`src/hw/rtl/dmf_pkg.sv`:
```
`timescale 1ns / 1ps
// ============================================================================
// dmf_pkg
// Shared constants and types of the delimiter message framer.
// ============================================================================
package dmf_pkg;

    localparam int unsigned BYTE_W      = 8;
    localparam int unsigned SEP_W       = 64;
    localparam int unsigned LEN_W       = 4;
    localparam int unsigned CFG_IDX_W   = 2;
    localparam int unsigned CFG_DATA_W  = 64;
    localparam int unsigned BATCH_CNT_W = 4;

    localparam logic [CFG_IDX_W-1:0] REG_SEPARATOR_BYTES  = 2'd0;
    localparam logic [CFG_IDX_W-1:0] REG_SEPARATOR_LENGTH = 2'd1;
    localparam logic [CFG_IDX_W-1:0] REG_TRIM_SEPARATOR   = 2'd2;

    localparam logic [SEP_W-1:0] SEPARATOR_BYTES_RESET  = 64'd10;
    localparam logic [LEN_W-1:0] SEPARATOR_LENGTH_RESET = 4'd1;

    // Describes the group of beats that one input byte produces.
    typedef struct packed {
        logic [BATCH_CNT_W-1:0] count;
        logic                   marker;
        logic                   eom;
    } batch_t;

endpackage

```
`src/hw/rtl/dmf_if.sv`:
```
`timescale 1ns / 1ps
// ============================================================================
// dmf_byte_if / dmf_msg_if
// Valid/ready channels for the input byte stream and the message beats.
// ============================================================================
interface dmf_byte_if;
    logic       valid;
    logic       ready;
    logic [7:0] data_byte;

    modport source (output valid, output data_byte, input ready);
    modport sink   (input valid, input data_byte, output ready);
endinterface

interface dmf_msg_if;
    logic       valid;
    logic       ready;
    logic [7:0] out_byte;
    logic       byte_valid;
    logic       end_of_message;

    modport source (output valid, output out_byte, output byte_valid,
                    output end_of_message, input ready);
    modport sink   (input valid, input out_byte, input byte_valid,
                    input end_of_message, output ready);
endinterface

```
`src/hw/rtl/delimiter_message_framer.sv`:
```
`timescale 1ns / 1ps
// ============================================================================
// delimiter_message_framer
// Cuts a byte stream into messages that end at a configurable separator.
// ============================================================================
//  Channel    Role     Payload
//  stream     sink     data_byte
//  messages   source   out_byte, byte_valid, end_of_message
//  cfg_*      write    cfg_index selects register, cfg_data holds the value
//
//  Each accepted byte is matched and its beats are registered as it is taken.
//  A byte that yields at most one beat lets the next byte enter the next cycle
//  if messages is ready. A byte that yields more beats holds the stream until
//  its last beat is taken; beats drain one per cycle while messages is ready.
//  Reset empties the pending window and the result register.
//  A stall on messages holds its beat and stops the stream once it is full.
// ============================================================================
module delimiter_message_framer #(
    parameter int unsigned MAX_SEPARATOR = 8
) (
    input  logic                            clk,
    input  logic                            rst_n,
    dmf_byte_if.sink                        stream,
    dmf_msg_if.source                       messages,
    input  logic                            cfg_we,
    input  logic [dmf_pkg::CFG_IDX_W-1:0]   cfg_index,
    input  logic [dmf_pkg::CFG_DATA_W-1:0]  cfg_data
);

    logic [dmf_pkg::SEP_W-1:0] sep_bytes_reg;
    logic [dmf_pkg::LEN_W-1:0] sep_length_reg;
    logic                      trim_reg;
    logic [7:0]                batch_bytes [MAX_SEPARATOR+1];
    dmf_pkg::batch_t           batch;
    logic                      load_ok;
    logic                      accept;

    assign stream.ready = load_ok;
    assign accept       = stream.valid && load_ok;

    always_ff @(posedge clk or negedge rst_n)
    begin
        if (!rst_n)
        begin
            sep_bytes_reg  <= dmf_pkg::SEPARATOR_BYTES_RESET;
            sep_length_reg <= dmf_pkg::SEPARATOR_LENGTH_RESET;
            trim_reg       <= 1'b0;
        end
        else if (cfg_we)
        begin
            unique case (cfg_index)
                dmf_pkg::REG_SEPARATOR_BYTES:
                begin
                    sep_bytes_reg <= cfg_data[dmf_pkg::SEP_W-1:0];
                end
                dmf_pkg::REG_SEPARATOR_LENGTH:
                begin
                    sep_length_reg <= cfg_data[dmf_pkg::LEN_W-1:0];
                end
                dmf_pkg::REG_TRIM_SEPARATOR:
                begin
                    trim_reg <= cfg_data[0];
                end
                default:
                begin
                end
            endcase
        end
    end

    dmf_window #(
        .MAX_SEPARATOR (MAX_SEPARATOR)
    ) u_window (
        .clk         (clk),
        .rst_n       (rst_n),
        .accept      (accept),
        .data_byte   (stream.data_byte),
        .sep_bytes   (sep_bytes_reg),
        .sep_length  (sep_length_reg),
        .trim        (trim_reg),
        .batch_bytes (batch_bytes),
        .batch       (batch)
    );

    dmf_out_buf #(
        .MAX_SEPARATOR (MAX_SEPARATOR)
    ) u_out_buf (
        .clk         (clk),
        .rst_n       (rst_n),
        .batch_bytes (batch_bytes),
        .batch       (batch),
        .load_ok     (load_ok),
        .load        (accept),
        .messages    (messages)
    );

endmodule

```
`src/hw/rtl/dmf_window.sv`:
```
`timescale 1ns / 1ps
// ============================================================================
// dmf_window
// Pending byte window, separator match and per-byte beat group builder.
// ============================================================================
module dmf_window #(
    parameter int unsigned MAX_SEPARATOR = 8
) (
    input  logic                       clk,
    input  logic                       rst_n,
    input  logic                       accept,
    input  logic [7:0]                 data_byte,
    input  logic [dmf_pkg::SEP_W-1:0]  sep_bytes,
    input  logic [dmf_pkg::LEN_W-1:0]  sep_length,
    input  logic                       trim,
    output logic [7:0]                 batch_bytes [MAX_SEPARATOR+1],
    output dmf_pkg::batch_t            batch
);

    localparam int unsigned M  = MAX_SEPARATOR;
    localparam int unsigned CW = $clog2(M + 2);

    logic [7:0]    win_reg [M];
    logic [7:0]    win_next [M];
    logic [CW-1:0] count_reg;
    logic [CW-1:0] count_next;
    logic [CW-1:0] len_eff;
    logic [CW-1:0] release_cnt;
    logic [CW-1:0] kept_cnt;
    logic          match;

    always_comb
    begin
        if (sep_length == '0)
        begin
            len_eff = CW'(1);
        end
        else if (sep_length > dmf_pkg::LEN_W'(M))
        begin
            len_eff = CW'(M);
        end
        else
        begin
            len_eff = CW'(sep_length);
        end
    end

    // The old pending bytes followed by the new byte form the beat sequence.
    always_comb
    begin
        for (int i = 0; i < int'(M); i++)
        begin
            if (CW'(i) < count_reg)
            begin
                batch_bytes[i] = win_reg[i];
            end
            else
            begin
                batch_bytes[i] = data_byte;
            end
        end
        batch_bytes[M] = data_byte;
    end

    assign release_cnt = (count_reg >= len_eff) ? CW'(count_reg - len_eff + CW'(1)) : '0;
    assign kept_cnt    = CW'(count_reg + CW'(1) - release_cnt);

    always_comb
    begin
        for (int i = 0; i < int'(M); i++)
        begin
            win_next[i] = batch_bytes[M];
            for (int j = i; j <= int'(M); j++)
            begin
                if (CW'(j - i) == release_cnt)
                begin
                    win_next[i] = batch_bytes[j];
                end
            end
        end
    end

    always_comb
    begin
        match = (kept_cnt == len_eff);
        for (int i = 0; i < int'(M); i++)
        begin
            if (CW'(i) < len_eff && win_next[i] != sep_bytes[8*i +: 8])
            begin
                match = 1'b0;
            end
        end
    end

    always_comb
    begin
        batch.marker = 1'b0;
        batch.eom    = 1'b0;
        batch.count  = dmf_pkg::BATCH_CNT_W'(release_cnt);
        count_next   = kept_cnt;
        if (match)
        begin
            batch.eom  = 1'b1;
            count_next = '0;
            if (trim)
            begin
                batch.marker = 1'b1;
                batch.count  = dmf_pkg::BATCH_CNT_W'(release_cnt + CW'(1));
            end
            else
            begin
                batch.count = dmf_pkg::BATCH_CNT_W'(count_reg + CW'(1));
            end
        end
    end

    always_ff @(posedge clk or negedge rst_n)
    begin
        if (!rst_n)
        begin
            count_reg <= '0;
        end
        else if (accept)
        begin
            count_reg <= count_next;
        end
    end

    always_ff @(posedge clk)
    begin
        if (accept)
        begin
            win_reg <= win_next;
        end
    end

endmodule

```
`src/hw/rtl/dmf_out_buf.sv`:
```
`timescale 1ns / 1ps
// ============================================================================
// dmf_out_buf
// Result register that holds one beat group and shifts it out beat by beat.
// ============================================================================
module dmf_out_buf #(
    parameter int unsigned MAX_SEPARATOR = 8
) (
    input  logic             clk,
    input  logic             rst_n,
    input  logic [7:0]       batch_bytes [MAX_SEPARATOR+1],
    input  dmf_pkg::batch_t  batch,
    output logic             load_ok,
    input  logic             load,
    dmf_msg_if.source        messages
);

    localparam int unsigned D = MAX_SEPARATOR + 1;

    logic [7:0]                      buf_reg [D];
    logic [dmf_pkg::BATCH_CNT_W-1:0] cnt_reg;
    logic [dmf_pkg::BATCH_CNT_W-1:0] cnt_next;
    logic                            marker_reg;
    logic                            eom_reg;
    logic                            last;
    logic                            pop;

    assign last    = (cnt_reg == dmf_pkg::BATCH_CNT_W'(1));
    assign pop     = messages.valid && messages.ready;
    assign load_ok = (cnt_reg == '0) || (last && messages.ready);

    assign messages.valid          = (cnt_reg != '0);
    assign messages.byte_valid     = !(last && marker_reg);
    assign messages.out_byte       = (last && marker_reg) ? 8'd0 : buf_reg[0];
    assign messages.end_of_message = last && eom_reg;

    always_comb
    begin
        cnt_next = cnt_reg;
        if (load)
        begin
            cnt_next = batch.count;
        end
        else if (pop)
        begin
            cnt_next = cnt_reg - dmf_pkg::BATCH_CNT_W'(1);
        end
    end

    always_ff @(posedge clk or negedge rst_n)
    begin
        if (!rst_n)
        begin
            cnt_reg    <= '0;
            marker_reg <= 1'b0;
            eom_reg    <= 1'b0;
        end
        else
        begin
            cnt_reg <= cnt_next;
            if (load)
            begin
                marker_reg <= batch.marker;
                eom_reg    <= batch.eom;
            end
        end
    end

    always_ff @(posedge clk)
    begin
        if (load)
        begin
            buf_reg <= batch_bytes;
        end
        else if (pop)
        begin
            for (int i = 0; i + 1 < int'(D); i++)
            begin
                buf_reg[i] <= buf_reg[i + 1];
            end
        end
    end

endmodule

```
`src/flat_wrapper.sv`:
```
// flat-port wrapper written by rule: the top's interface ports become plain ports
module delimiter_message_framer_flat 
#(
    parameter int unsigned MAX_SEPARATOR = 8
)
  (clk, rst_n, cfg_we, cfg_index, cfg_data, stream_valid, stream_data_byte, stream_ready, messages_valid, messages_out_byte, messages_byte_valid, messages_end_of_message, messages_ready);
  dmf_byte_if stream_i ();
  dmf_msg_if messages_i ();
  input  logic clk;
  input  logic rst_n;
  input  logic cfg_we;
  input  logic [dmf_pkg::CFG_IDX_W-1:0] cfg_index;
  input  logic [dmf_pkg::CFG_DATA_W-1:0] cfg_data;
  input wire logic [$bits(stream_i.valid)-1:0] stream_valid;
  input wire logic [$bits(stream_i.data_byte)-1:0] stream_data_byte;
  output wire logic [$bits(stream_i.ready)-1:0] stream_ready;
  output wire logic [$bits(messages_i.valid)-1:0] messages_valid;
  output wire logic [$bits(messages_i.out_byte)-1:0] messages_out_byte;
  output wire logic [$bits(messages_i.byte_valid)-1:0] messages_byte_valid;
  output wire logic [$bits(messages_i.end_of_message)-1:0] messages_end_of_message;
  input wire logic [$bits(messages_i.ready)-1:0] messages_ready;
  assign stream_i.valid = stream_valid;
  assign stream_i.data_byte = stream_data_byte;
  assign stream_ready = stream_i.ready;
  assign messages_valid = messages_i.valid;
  assign messages_out_byte = messages_i.out_byte;
  assign messages_byte_valid = messages_i.byte_valid;
  assign messages_end_of_message = messages_i.end_of_message;
  assign messages_i.ready = messages_ready;
  delimiter_message_framer #(.MAX_SEPARATOR(MAX_SEPARATOR)) u_core (.clk(clk), .rst_n(rst_n), .stream(stream_i), .messages(messages_i), .cfg_we(cfg_we), .cfg_index(cfg_index), .cfg_data(cfg_data));
endmodule
```
`config.mk`:
```
export PLATFORM = sky130hd
export DESIGN_NAME = delimiter_message_framer_flat
export DESIGN_NICKNAME = d
export VERILOG_FILES = /design/src/hw/rtl/dmf_pkg.sv /design/src/hw/rtl/dmf_if.sv /design/src/hw/rtl/delimiter_message_framer.sv /design/src/hw/rtl/dmf_window.sv /design/src/hw/rtl/dmf_out_buf.sv /design/src/flat_wrapper.sv
export SDC_FILE = /design/constraint.sdc
export NUM_CORES = 1
export LEC_CHECK = 0
export ABC_AREA = 1
export BUFFER_PORTS_ARGS = -buffer_cell sky130_fd_sc_hd__buf_2
export CAP_MARGIN = 20
export CORE_UTILIZATION = 41
export CTS_BUF_LIST = sky130_fd_sc_hd__clkbuf_4 sky130_fd_sc_hd__clkbuf_8
export DETAILED_ROUTE_END_ITERATION = 8
export SLEW_MARGIN = 30
export SYNTH_ARGS = -nofsm -noshare
export SYNTH_HDL_FRONTEND = slang
export SYNTH_SLANG_ARGS = --single-unit
```
`constraint.sdc`:
```
create_clock -name clk -period 5.41 [get_ports clk]
set_clock_uncertainty 0.1 [all_clocks]
set_input_delay 0.8115 -clock clk [delete_from_list [all_inputs] [get_ports clk]]
set_output_delay 0.8115 -clock clk [all_outputs]
set_load 0.05 [all_outputs]
```
==> reports/qor.yml <==
avgSynthCellArea_um2: 6.87
syn_inst: 2187
critPathCaptureType: "flop"
synth_ff_type: "edfxtp_1"
finalSetupViolations: 0
async_reset_ff_share_pct: 36.7
fmaxAchievable_mhz: 200
period_minus_slack_ns: 4.99
worst_pin_slew_ns: 0.997
grt_pass1_vias: 13894
dpl.hpwl_um: 41700
ys_seq_area_share_pct: 40.4
syn_area_um2: 15000
min_path_type: "in -> reg"
yosys.area.top_type_share_pct: 27.2
hold_viol_final: 0
drv_cap: 0
cts_buffer_depth: 3
fin_nets: 2378
antenna_cells: 0
slowest_delay_ns: 0.49
slew_headroom_pct: 32.8
rows: 69
yosys_warnings: 0
clk_latency_ns: 0.61
drc: 1
fin_crit_sh_pct: 92.3
grt.overflow.total: 0
cts.reportedPaths.clkPinSlew_ns: 0.06
gp_congestion: 1.01
grt_max_degree: 113
syn_to_final_growth_pct: 14.7
cts.sinks: 215
root_buffer: "clkbuf_8"
r2r_cells: 28
post_drt_via_cell_ratio: 5.38
drt-pass1-iter-count: 7
cp.required_ns: 5.82
whs_path_depth: 2
drv_slew: 0
grt_pass1_wl_um: 86600
pin_count: 91
drive_above_1_share_pct: 14.1
die_area_um2: 37400
critPathMaxFanout: 34
die_h_um: 193
critical_path.most_common_cell: "nand2_1"
synth_nets: 2285
drt-wirelength-per-cell_um: 20.8
dr.first_iter.drc_count: 1616
largest_reg_flops: 72
failed_checks: "design-rule violations"
n_fill_cell: 3661
crit_type: "reg -> reg"
coreArea_um2: 35800
initial_core_util_pct: 41.9
fin_tns_setup_ns: 0
vias: 14930
cts_buffers: 40
cts_tree: "yes"
portBuffers: 90
hold_ws_ns: 0.336
drtAntennaViolNets: 0
worstPathArrival_ns: 5.40
yosysUniqueCellTypes: 42
synth_top_cell_by_area: "edfxtp_1"
grt_util_all_layers_pct: 30.9
rsz0062_at_grt: "no"
status: "finished with violations"
slowest_stage: "fa_1"
synthTopCellsByArea: "edfxtp_1 27%, nand2_1 19%, dfrtp_1 13%"
synth-seq-cells: 215
die-width_um: 193
drt_wl_total_um: 57700
antenna_found_initial: 0
worst_setup_path_start_kind: "flop"
cts_htree_levels: 2
synth_edf_count: 136
[cells in the mapped netlist (all sizes together) (2+ instances only)]
cell and count:
clkbuf 53, nand2 794, a21oi 126, nand3 217, nand3b 23, inv 291
nor3 2, clkinv 6, xor2 5, edfxtp 136, o21ai 201, xnor2 2
fa 3, nor2 107, mux2 17, o21bai 6, ha 16, dfstp 3
buf 60, o21a 13, nand4 14, dfrtp 76, or2 10
[timing repair]
item	in CTS	in global routing
hold buffers	1	0
buffers inserted	0	4
endpoints found under the setup margin	0	10
resized for setup	0	19
hold endpoints to repair	17	0
[through the flow]
stage | cells | cell area (um^2) | worst slack (ns) | util, %
2_1_floorplan | 2187 | 15000 | 0.388 | -
3_3_place_gp | 2693 | 16200 | 0.263 | 45.1
3_5_place_dp | 2693 | 16200 | 0.155 | 45.1
4_1_cts | 2768 | 17100 | 0.0972 | 47.8
5_1_grt | 2773 | 17200 | 0.00586 | 48.1
6_report | 2773 | 17200 | 0.419 | 48.1
[cells by family (layout without fill, tap and decap cells)]
kind of cell             count (synthesis)  count (layout)  share of synthesized area, %
AO/OA/AOI/OAI                          350             350                          12.5
XOR/XNOR                                 7               7                         0.408
flip-flops                             215             215                          40.4
buffers and inverters                  410             535                          11.1
multiplexers                            18              18                          1.34
adder cells (fa/ha/maj)                 19              19                          1.73
AND/OR/NAND/NOR                       1168            1168                          32.6
[routing by layer]
layer / part of all wire [%] / track usage, %
met5: 0 / 0.383
met4: 4.3 / 13.9
met3: 7.9 / 4.10
met2: 43 / 46.2
met1: 45 / 44.3
[layout make-up]
class,instances,area [um^2],share of cell area [%]
multi-input combinational,1562,7370,42.8
sequential,215,6070,35.2
timing repair buffer,164,1170,6.79
inverter,297,1120,6.51
clock buffer,58,704,4.09
tap,461,577,3.35
clock inverter,16,226,1.31
[path summary, 6_finish.rpt]
kind,slack [ns],endpoint,startpoint
hold / removal,0.34,u_core.sep_bytes_reg[63],cfg_data[63]
setup / recovery,0.42,u_core.u_out_buf.cnt_reg[1],u_core.sep_length_reg[3]
hold reg to reg,0.41,u_core.u_out_buf.marker_reg,u_core.u_out_buf.marker_reg
min in group asynchronous,0.54,u_core.sep_bytes_reg[51],rst_n
setup reg to reg,0.42,u_core.u_out_buf.cnt_reg[1],u_core.sep_length_reg[3]
max in group asynchronous,3.78,u_core.sep_length_reg[0],rst_n
[cell usage in the layout (no fill, tap or decap), types with 43 or more instances in the layout]
| cell type | instances |
|---|---|
| a21oi_1 | 125 |
| buf_2 | 89 |
| buf_4 | 59 |
| clkbuf_8 | 43 |
| dfrtp_1 | 75 |
| edfxtp_1 | 136 |
| inv_1 | 274 |
| nand2_1 | 778 |
| nand3_1 | 214 |
| nor2_1 | 98 |
| o21ai_0 | 129 |
| o21ai_1 | 57 |
[worst max-delay path: cells and delay by family, from the launching register on]
family          cells  cell delay, ns
buf+inv             5            0.61
flops               1            0.47
simple gates       17            2.06
fa+ha+maj           3            0.95
compound gates      3            0.67
Power is left out: the tool's default activity adds up to more than one toggle a clock period on the data nets, which glitch-free logic cannot reach.
